[config.mk]
export PLATFORM = sky130hd
export DESIGN_NAME = sliding_window_median_cost_unit
export DESIGN_NICKNAME = d
export VERILOG_FILES = /design/src/hdl/swmc_pkg.sv /design/src/hdl/swmc_ram.sv /design/src/hdl/swmc_datapath.sv /design/src/hdl/swmc_ctrl.sv /design/src/hdl/sliding_window_median_cost_unit.sv
export VERILOG_INCLUDE_DIRS = /design/src /design/src/hdl
export SDC_FILE = /design/constraint.sdc
export NUM_CORES = 2
export LEC_CHECK = 0
export BUFFER_PORTS_ARGS = -buffer_cell sky130_fd_sc_hd__buf_2
export CAP_MARGIN = 15
export CELL_PAD_IN_SITES_DETAIL_PLACEMENT = 0
export CELL_PAD_IN_SITES_GLOBAL_PLACEMENT = 1
export CORE_MARGIN = 2
export CORE_UTILIZATION = 50
export DETAILED_ROUTE_END_ITERATION = 7
export GPL_ROUTABILITY_DRIVEN = 0
export PLACE_DENSITY_LB_ADDON = 0.1
export SETUP_SLACK_MARGIN = 0.15
export SLEW_MARGIN = 20
export SYNTH_ARGS = -nofsm -noshare
export SYNTH_HDL_FRONTEND = slang
export SYNTH_SLANG_ARGS = --single-unit
[constraint.sdc]
create_clock -name clock -period 7.7 [get_ports clock]
set_input_delay 0.77 -clock clock [delete_from_list [all_inputs] [get_ports clock]]
set_output_delay 0.77 -clock clock [all_outputs]
set_load 0.01 [all_outputs]
[src/hdl/assert_macros.svh]
// Assertion macros shared by the RTL.
`ifndef ASSERT_MACROS_SVH
`define ASSERT_MACROS_SVH
// Implication checked on every rising clock edge outside reset.
`define AST_IMPL(label, clk, rst, ante, cons) \
   label: assert property (@(posedge clk) disable iff (rst) (ante) |-> (cons)) \
      else $error("assertion failed");
// Next-cycle implication.
`define AST_NEXT(label, clk, rst, ante, cons) \
   label: assert property (@(posedge clk) disable iff (rst) (ante) |=> (cons)) \
      else $error("assertion failed");
`endif

[src/hdl/swmc_pkg.sv]
// Package: controller commands, status and constants of the median cost unit.
package swmc_pkg;
   localparam int unsigned CFG_BITS    = 7;
   localparam int unsigned MEDIAN_BITS = 32;
   localparam int unsigned COST_BITS   = 39;

   typedef enum logic [4:0] {
      ST_IDLE  = 5'b00001,
      ST_WRITE = 5'b00010,
      ST_SCAN  = 5'b00100,
      ST_COST  = 5'b01000,
      ST_OUT   = 5'b10000
   } state_type;

   typedef struct packed {
      logic load;      // capture input word, update ring
      logic scan_clr;  // clear rank scan
      logic scan_step; // one ring entry into rank counters
      logic cost_clr;
      logic cost_step;
      logic out_load;
   } cmd_type;

   typedef struct packed {
      logic full;      // window holds enough samples
      logic scan_last;
      logic cost_last;
   } sts_type;
endpackage

[src/hdl/swmc_ram.sv]
// Generic single-port-write, one-read RAM with registered read.
module swmc_ram #(
   parameter int unsigned WIDTH = 32,
   parameter int unsigned DEPTH = 64
) (
   input  logic                     clock,
   input  logic                     wr_en,
   input  logic [$clog2(DEPTH)-1:0] wr_addr,
   input  logic [WIDTH-1:0]         wr_data,
   input  logic [$clog2(DEPTH)-1:0] rd_addr,
   output logic [WIDTH-1:0]         rd_data
);
   logic [WIDTH-1:0] mem_ff [DEPTH];
   logic [WIDTH-1:0] rd_ff;

   always_ff @(posedge clock) begin
      if (wr_en) begin
         mem_ff[wr_addr] <= wr_data;
      end
      rd_ff <= mem_ff[rd_addr];
   end

   assign rd_data = rd_ff;
endmodule

[src/hdl/swmc_datapath.sv]
// Datapath: arrival ring, median selection by rank scan, and cost accumulation.
module swmc_datapath import swmc_pkg::*; #(
   parameter int unsigned MAX_WINDOW  = 64,
   parameter int unsigned SAMPLE_BITS = 32
) (
   input  logic                         clock,
   input  logic                         reset,
   input  cmd_type                      cmd,
   output sts_type                      sts,
   input  logic [CFG_BITS-1:0]          win_len_cfg,
   input  logic signed [MEDIAN_BITS-1:0] in_sample,
   input  logic                         in_first,
   output logic signed [MEDIAN_BITS-1:0] out_median,
   output logic [COST_BITS-1:0]         out_cost
);
   localparam int unsigned AW = (MAX_WINDOW > 1) ? $clog2(MAX_WINDOW) : 1;
   localparam int unsigned CW = $clog2(MAX_WINDOW + 1);
   localparam int unsigned SB = SAMPLE_BITS;
   localparam logic [COST_BITS:0] COST_SAT = {1'b0, {COST_BITS{1'b1}}};

   // Rank-based median: for each candidate c, count less-than and less-or-equal entries
   // over the window. Done as a two-level loop: outer candidate, inner entry.
   // Outer index and inner index walk the ring; one compare per cycle.
   logic [AW-1:0] ptr_ff, ptr_in;
   logic [CW-1:0] fill_ff, fill_in;
   logic [CW-1:0] len;
   logic [CW-1:0] rank;          // target rank (len+1)/2-1
   logic [CW-1:0] oi_ff, oi_in;  // outer counter
   logic [CW-1:0] ii_ff, ii_in;  // inner counter
   logic [CW-1:0] lt_ff, lt_in, le_ff, le_in;
   logic signed [SB-1:0] med_ff, med_in;
   logic          found_ff, found_in;
   logic signed [SB-1:0] samp;
   logic [COST_BITS:0] acc_ff, acc_in;
   logic [SB:0]   diff;
   logic [AW-1:0] rd_a, rd_b, wr_a;
   logic signed [SB-1:0] rd_da, rd_db;
   logic          inner_last;

   // two read ports: two RAM copies written identically
   assign samp = SB'(in_sample);
   assign wr_a = (in_first) ? '0 : ptr_ff;

   swmc_ram #(.WIDTH(SB), .DEPTH(MAX_WINDOW)) u_ram_a (
      .clock(clock), .wr_en(cmd.load), .wr_addr(wr_a), .wr_data(samp),
      .rd_addr(rd_a), .rd_data(rd_da));
   swmc_ram #(.WIDTH(SB), .DEPTH(MAX_WINDOW)) u_ram_b (
      .clock(clock), .wr_en(cmd.load), .wr_addr(wr_a), .wr_data(samp),
      .rd_addr(rd_b), .rd_data(rd_db));

   always_comb begin
      if (win_len_cfg == '0) begin
         len = CW'(1);
      end else if (int'(win_len_cfg) > int'(MAX_WINDOW)) begin
         len = CW'(MAX_WINDOW);
      end else begin
         len = CW'(win_len_cfg);
      end
      rank = CW'(({1'b0, len} + (CW+1)'(1)) >> 1) - CW'(1);
   end

   // ring address of k-th newest entry (k from 0): ptr-1-k, wrapped once
   function automatic logic [AW-1:0] ring_addr(input logic [AW-1:0] p, input logic [CW-1:0] k);
      int t;
      t = int'(p) - int'(k) - 1;
      if (t < 0) t = t + int'(MAX_WINDOW);
      ring_addr = AW'(t);
   endfunction

   assign rd_a = ring_addr(ptr_ff, oi_in);
   assign rd_b = ring_addr(ptr_ff, ii_in);
   assign inner_last = (ii_ff == len - CW'(1));

   always_comb begin
      ptr_in   = ptr_ff;
      fill_in  = fill_ff;
      oi_in    = oi_ff;
      ii_in    = ii_ff;
      lt_in    = lt_ff;
      le_in    = le_ff;
      med_in   = med_ff;
      found_in = found_ff;
      acc_in   = acc_ff;
      diff     = '0;
      if (cmd.load) begin
         ptr_in  = (MAX_WINDOW == 1 || wr_a == AW'(MAX_WINDOW - 1)) ? '0 : wr_a + AW'(1);
         fill_in = in_first ? CW'(1)
                 : ((fill_ff < CW'(MAX_WINDOW)) ? fill_ff + CW'(1) : fill_ff);
      end
      if (cmd.scan_clr) begin
         oi_in = '0; ii_in = '0; lt_in = '0; le_in = '0; found_in = 1'b0;
      end
      if (cmd.scan_step) begin
         // rd_da holds candidate oi_ff, rd_db holds entry ii_ff (registered RAM read)
         lt_in = lt_ff + CW'(rd_db < rd_da);
         le_in = le_ff + CW'(rd_db <= rd_da);
         if (inner_last) begin
            if (!found_ff && lt_in <= rank && le_in > rank) begin
               found_in = 1'b1;
               med_in   = rd_da;
            end
            oi_in = oi_ff + CW'(1);
            ii_in = '0;
            lt_in = '0;
            le_in = '0;
         end else begin
            ii_in = ii_ff + CW'(1);
         end
      end
      if (cmd.cost_clr) begin
         ii_in = '0; acc_in = '0;
      end
      if (cmd.cost_step) begin
         diff = (rd_db >= med_ff) ? (SB+1)'($signed({rd_db[SB-1], rd_db}) - $signed({med_ff[SB-1], med_ff}))
                                  : (SB+1)'($signed({med_ff[SB-1], med_ff}) - $signed({rd_db[SB-1], rd_db}));
         acc_in = acc_ff + (COST_BITS+1)'(diff);
         if (acc_in > COST_SAT) acc_in = COST_SAT;
         ii_in = ii_ff + CW'(1);
      end
   end

   always_ff @(posedge clock) begin
      if (reset) begin
         ptr_ff  <= '0;
         fill_ff <= '0;
      end else begin
         ptr_ff  <= ptr_in;
         fill_ff <= fill_in;
      end
      oi_ff    <= oi_in;
      ii_ff    <= ii_in;
      lt_ff    <= lt_in;
      le_ff    <= le_in;
      med_ff   <= med_in;
      found_ff <= found_in;
      acc_ff   <= acc_in;
      if (cmd.out_load) begin
         out_median <= MEDIAN_BITS'(med_ff);
         out_cost   <= acc_ff[COST_BITS-1:0];
      end
   end

   assign sts.full      = (fill_ff >= len);
   assign sts.scan_last = inner_last && (oi_ff == len - CW'(1));
   assign sts.cost_last = (ii_ff == len - CW'(1));
endmodule

[src/hdl/swmc_ctrl.sv]
// Controller: sequences load, median rank scan, cost sum and result word.
module swmc_ctrl import swmc_pkg::*; (
   input  logic    clock,
   input  logic    reset,
   input  logic    req_valid,
   output logic    req_stall,
   output logic    rsp_valid,
   input  logic    rsp_stall,
   input  sts_type sts,
   output cmd_type cmd,
   output state_type state
);
   state_type state_ff, state_in;
   logic vld_ff, vld_in;
   logic prime_ff, prime_in; // first cycle of a phase: RAM read latency

   assign state = state_ff;
   assign rsp_valid = vld_ff;
   assign req_stall = (state_ff != ST_IDLE);

   always_comb begin
      state_in = state_ff;
      vld_in   = vld_ff && rsp_stall;
      prime_in = 1'b0;
      cmd      = '0;
      case (state_ff)
         ST_IDLE: begin
            if (req_valid) begin
               cmd.load = 1'b1;
               state_in = ST_WRITE;
            end
         end
         ST_WRITE: begin
            if (!sts.full) begin
               state_in = ST_IDLE;
            end else begin
               cmd.scan_clr = 1'b1;
               prime_in = 1'b1;
               state_in = ST_SCAN;
            end
         end
         ST_SCAN: begin
            if (prime_ff) begin
               cmd.scan_step = 1'b0;
            end else begin
               cmd.scan_step = 1'b1;
               if (sts.scan_last) begin
                  cmd.cost_clr = 1'b1;
                  prime_in = 1'b1;
                  state_in = ST_COST;
               end
            end
         end
         ST_COST: begin
            if (!prime_ff) begin
               cmd.cost_step = 1'b1;
               if (sts.cost_last) begin
                  state_in = ST_OUT;
               end
            end
         end
         ST_OUT: begin
            if (!vld_ff || !rsp_stall) begin
               cmd.out_load = 1'b1;
               vld_in   = 1'b1;
               state_in = ST_IDLE;
            end
         end
         default: state_in = ST_IDLE;
      endcase
   end

   always_ff @(posedge clock) begin
      if (reset) begin
         state_ff <= ST_IDLE;
         vld_ff   <= 1'b0;
         prime_ff <= 1'b0;
      end else begin
         state_ff <= state_in;
         vld_ff   <= vld_in;
         prime_ff <= prime_in;
      end
   end
endmodule

[src/hdl/sliding_window_median_cost_unit.sv]
// Top level of the sliding window median cost unit.
//  channel | direction | ports
//  req     | in        | req_valid, req_stall, req_sample, req_first
//  rsp     | out       | rsp_valid, rsp_stall, rsp_median, rsp_cost
//  csr     | in        | csr_wr_en, csr_wr_data (window_len)
// A word that does not fill the window returns to idle without a result. For a
// full window the median is found by ranking each window entry against every
// entry, one compare per cycle on two RAM read ports.
// Reset is synchronous and clears the controller, fill count and ring pointer.
// rsp holds its word while stalled; a new result waits for it to go out, and
// the next req word is taken once that result sits in the output register.
`include "assert_macros.svh"
module sliding_window_median_cost_unit import swmc_pkg::*; #(
   parameter int unsigned MAX_WINDOW  = 64,
   parameter int unsigned SAMPLE_BITS = 32
) (
   input  logic                           clock,
   input  logic                           reset,
   input  logic                           req_valid,
   output logic                           req_stall,
   input  logic signed [MEDIAN_BITS-1:0]  req_sample,
   input  logic                           req_first,
   output logic                           rsp_valid,
   input  logic                           rsp_stall,
   output logic signed [MEDIAN_BITS-1:0]  rsp_median,
   output logic [COST_BITS-1:0]           rsp_cost,
   input  logic                           csr_wr_en,
   input  logic [CFG_BITS-1:0]            csr_wr_data
);
   logic [CFG_BITS-1:0] win_len_ff;
   cmd_type   cmd;
   sts_type   sts;
   state_type state;
   logic signed [MEDIAN_BITS-1:0] med_raw;

   always_ff @(posedge clock) begin
      if (reset) begin
         win_len_ff <= CFG_BITS'(1);
      end else if (csr_wr_en) begin
         win_len_ff <= csr_wr_data;
      end
   end

   swmc_ctrl u_ctrl (
      .clock(clock), .reset(reset), .req_valid(req_valid), .req_stall(req_stall),
      .rsp_valid(rsp_valid), .rsp_stall(rsp_stall), .sts(sts), .cmd(cmd), .state(state));

   swmc_datapath #(.MAX_WINDOW(MAX_WINDOW), .SAMPLE_BITS(SAMPLE_BITS)) u_dp (
      .clock(clock), .reset(reset), .cmd(cmd), .sts(sts), .win_len_cfg(win_len_ff),
      .in_sample(req_sample), .in_first(req_first), .out_median(med_raw),
      .out_cost(rsp_cost));

   assign rsp_median = med_raw;

   `AST_IMPL(a_stall_busy, clock, reset, state != ST_IDLE, req_stall)
   `AST_NEXT(a_load_leaves_idle, clock, reset, req_valid && !req_stall, state == ST_WRITE)
   `AST_IMPL(a_out_single, clock, reset, cmd.out_load, state == ST_OUT)
endmodule
==> impl_results.rst <==
.. list-table::
   :header-rows: 1

   * - Metric
     - Value
   * - #FFs+latches synth
     - 2,311
   * - Quantity of I/O buffers inserted on ports
     - 117
   * - Maximum VDD drop
     - 0.2226 mV
   * - Ports placed on the boundary
     - 118
   * - Buffer levels on the longest clock path
     - 3
   * - Distinct cell type count of the synthesized netlist
     - 80
   * - Highest fanout seen on the critical path
     - 25
   * - Number of standard cells in the final layout excluding fillers
     - 9,893
   * - Worst Max-Slew Pin Slew
     - 1.227 ns
   * - CTS tree
     - yes
   * - Insertion delay of the later-clocked pin in the worst-skew pair
     - 0.91 ns
   * - Number of vias per cell
     - 6.662
   * - H-tree level count
     - 4
   * - Class of the most critical setup path
     - reg2reg
   * - Largest incremental delay on the critical path
     - 0.70 ns
   * - Unrepaired setup endpoints after global routing
     - yes
   * - Total power divided by cell area
     - 289.7 nW/um^2
   * - Clock root buffer
     - clkbuf_16
   * - Die height
     - 477.7 microns
   * - Class of the tightest hold or removal check
     - in2reg
   * - Cells traversed along the worst timing path
     - nor3_2 > a21oi_1 > nor2_2 > inv_1 > ha_1 > nor3b_1 > a31oi_1 > xnor2_1 > nor4_1 > nand2_1 > a21oi_1 > o21ai_0 > ha_4 > inv_1 > fa_1 > inv_1 > ha_4 > buf_4 > mux4_2 > nor2b_1 > a211oi_1 > a21oi_1 > mux2i_1 > mux2i_1
   * - Critical Path Slowest Stage Cell
     - mux2i_1
   * - Total routed wirelength
     - 330.1 mm
   * - TritonCTS Buffers
     - 241
   * - Number of buffers inserted by hold repair at cts
     - 0
   * - Proportion of layout cells with a drive suffix above 1
     - 27.55%
   * - Total clock sinks
     - 2,311
   * - Cell family with most CP delay
     - compound AO/OA/AOI/OAI gates
   * - CP Launch Type
     - flop
   * - CP Buf/Inv Count
     - 4
   * - Worst hold path stage count
     - 2
   * - Number of max-cap violations
     - 0
   * - Outcome
     - finished, final reports clean
   * - Total die area
     - 228,200 sq um
   * - Dominant register cell in the synthesized netlist
     - edfxtp_1
   * - Area growth from synthesis to layout
     - 12.83%
   * - Number of violations reported at the end of detailed-routing iteration 0
     - 7,750
   * - Starting Density
     - 50.37%
   * - Post-Syn Nets
     - 6,743
   * - Max-slew violation count
     - 0
   * - Netlist Area Pre-Place
     - 112,200 sq um
   * - Total routing resource utilization after global routing
     - 28.85%
   * - Highest clock frequency the design can meet
     - 0.1414 GHz
   * - DR WL/cell
     - 33.36 microns
   * - Data required time of the worst path
     - 8.43 ns
   * - Floorplan core area
     - 222,700 sq um
   * - Final period utilization
     - 91.82%
   * - Leakage power of the design
     - 41.61 nW
   * - Syn_area_per_cell
     - 17.22 sq um
   * - First-pass GRT wire length
     - 472.6 mm
   * - Total half-perimeter wirelength after legalization and detailed placement
     - 206.2 mm
   * - Count of cell instances traversed by the critical path
     - 24
   * - Proportion of synthesized chip area in sequential cells
     - 60.91%
   * - Maximum number of pins on one net before global-route repair
     - 97
   * - Fraction of registers with async set or reset after synthesis
     - 0%
   * - Final hold violation count
     - 0
   * - Register-to-Register Path Depth
     - 24
   * - Slew margin rel.
     - 17.97%
   * - Final ANT Viol Nets
     - 0
   * - Total power draw
     - 0.03667 W
   * - Warning count from the yosys run
     - 0
   * - Antenna violations before repair
     - 19
   * - Overall via count from detail_route
     - 65,910
   * - Overflow after GRT
     - 0
   * - Final setup violation count
     - 0
   * - Number of global-route vias before repair
     - 65,570
   * - Number of filler cells placed in the layout
     - 16,960
   * - CP endpoint kind
     - flop
   * - Clock-pin slew reported for the worst setup and hold paths after clock tree synthesis
     - 0.06 ns
   * - Post-synthesis cell count
     - 6,517
   * - DRC viols
     - 0
   * - CP Data Arrival Time
     - 7.80 ns
   * - Setup Skew
     - 0.02762 ns
   * - Die Width
     - 477.7 microns
   * - Post-Place Cells
     - 9,427
   * - Final critical path time including I/O delays and setup
     - 7.070 ns
   * - Row cnt
     - 173
   * - Total Negative Setup Slacks
     - 0 ns
   * - 1st-pass router iterations
     - 6
   * - Final layout net count
     - 6,924
   * - Post-synth EDFFs
     - 2,205
## stage by stage
stage	hold slack, ns	cell area, sq um	utilization (%)	setup WS [ns]
after floorplan	0.4082	112200	-	0.4403
after global placement	0.4122	118100	53.03	0.4454
after detailed placement	0.4172	118100	53.03	0.4995
after CTS	0.01422	126400	56.77	0.4448
after global routing	0.04959	126600	56.83	0.06903
final	0.08369	126600	56.84	0.6297
## final timing paths
| check | slack (ns) | endpoint | start |
|---|---|---|---|
| worst min-delay path | 0.08 | win_len_ff[0] | csr_wr_data[0] |
| worst max-delay path | 0.63 | u_dp.u_ram_b.rd_data[9] | win_len_ff[1] |
| worst max register to register | 0.63 | u_dp.u_ram_b.rd_data[9] | win_len_ff[1] |
| worst min register to register | 0.43 | u_dp.med_ff[19] | u_dp.u_ram_a.rd_data[19] |
## registers in the layout (all words and copies together), names as in the netlist
register	count
u_dp.u_ram_b.mem_ff	2016
u_ctrl.state	5
u_dp.acc_ff	40
u_dp.oi_ff	7
u_dp.u_ram_b.rd_data	32
u_dp.out_cost	39
u_ctrl.rsp_valid	1
u_dp.out_median	32
u_dp.med_ff	32
u_ctrl.prime_ff	1
u_dp.ptr_ff	6
u_dp.u_ram_a.rd_data	32
u_dp.le_ff	7
u_dp.lt_ff	7
u_dp.found_ff	1
u_dp.ii_ff	7
u_dp.fill_ff	7
u_dp.u_ram_a.mem_ff	32
win_len_ff	7
## what timing repair did
item / 4_1_cts / 5_1_grt
setup buffers: 0 / 3
gates resized for setup: 0 / 6
endpoints found under the setup margin: 0 / 11
## power by group
part           switching, W  internal [W]  leakage (nW)
sequential         0.000490        0.0140          20.9
combinational       0.00602       0.00397          16.7
clock               0.00504       0.00718          4.04
total                0.0116        0.0251          41.6
## cell usage in the layout, fill, tap and decap left out, types with 6 or more instances in the layout
master	count
a211oi_1	335
a21o_1	59
a21oi_1	468
a31oi_1	14
and3_1	18
buf_12	54
buf_2	89
buf_4	261
bufinv_16	39
clkbuf_1	43
clkbuf_16	243
clkbuf_8	8
clkinv_1	49
clkinv_2	44
clkinvlp_4	13
dfxtp_1	106
diode_2	6
edfxtp_1	2205
ha_1	172
inv_1	146
mux2i_1	400
mux4_2	1024
nand2_1	98
nand2b_1	21
nand3_1	38
nand4_1	42
nor2_1	111
nor2_4	64
nor2b_1	292
nor3_1	20
nor4_1	6
o211ai_1	11
o21a_1	19
o21ai_0	97
o21ai_1	10
o21bai_1	26
or3_1	10
xnor2_1	73
xor2_1	40
## synth_stat cells (5+ instances only)
cell type	n	area share (%)
nor2b_1	292	1.6
xor2_1	42	0.33
o21ai_0	97	0.43
dfxtp_1	106	1.9
clkbuf_1	342	1.1
o21a_1	19	0.13
inv_1	146	0.49
a31oi_1	14	0.078
nor3b_1	5	0.033
nand2b_1	21	0.12
buf_2	8	0.036
xnor2_1	78	0.61
nor4_1	7	0.039
or2_2	5	0.028
nor2_1	175	0.59
a211oi_1	336	2.2
o21ai_1	10	0.045
o211ai_1	11	0.074
o21bai_1	26	0.17
mux2i_1	405	3.6
nand2_1	101	0.34
edfxtp_1	2205	59
a21oi_1	469	2.1
ha_1	176	2.0
and3_1	18	0.10
buf_6	10	0.10
fa_1	5	0.089
a22oi_1	5	0.033
a21o_1	59	0.39
nand3_1	38	0.17
and4_1	5	0.039
mux4_2	1024	21
nor3_1	20	0.089
buf_1	106	0.35
nand4_1	42	0.23
or3_1	11	0.061
## per-layer routing
metal / share of wire (%) / GRT usage, %
met1: 41 / 41.61
met2: 48 / 45.90
met3: 9.5 / 5.587
met4: 2.2 / 6.408
met5: 0.016 / 0
## layout make-up
type	instances	area [sq um]	share of cell area (%)
Antenna cell	6	15.01	0.01186
Clock buffer	294	6352	5.018
Clock inverter	163	1964	1.552
Inverter	147	551.8	0.4359
Multi-Input combinational cell	3593	42170	33.31
Sequential cell	2311	68340	53.98
Tap cell	2975	3722	2.940
Timing Repair Buffer	404	3486	2.754
## kinds of logic (layout without fill, tap and decap cells)
logic type / count (synthesis) / after routing / synth area share [%]
buffers and inverters: 613 / 1008 / 2.127
AO/OA/AOI/OAI: 1095 / 1095 / 6.078
XOR/XNOR: 123 / 123 / 1.000
other: 1 / 7 / 0.003342
flip-flops: 2311 / 2311 / 60.91
AND/OR/NAND/NOR: 758 / 758 / 3.603
multiplexers: 1435 / 1435 / 24.23
adder cells (fa/ha/maj): 181 / 181 / 2.052
## worst register-to-register path: cells and delay by family (launching register included)
kind	cells	cell delay, ns
AOI/OAI and AO/OA	6	1.68
xor gates and xnor gates	1	0.19
adders and majority gates	4	1.47
buffers and inverters	4	0.75
DFF	1	0.47
muxes	3	1.27
and+or+nand+nor	6	1.08
No activity file was read; power rests on OpenSTA's default activity.
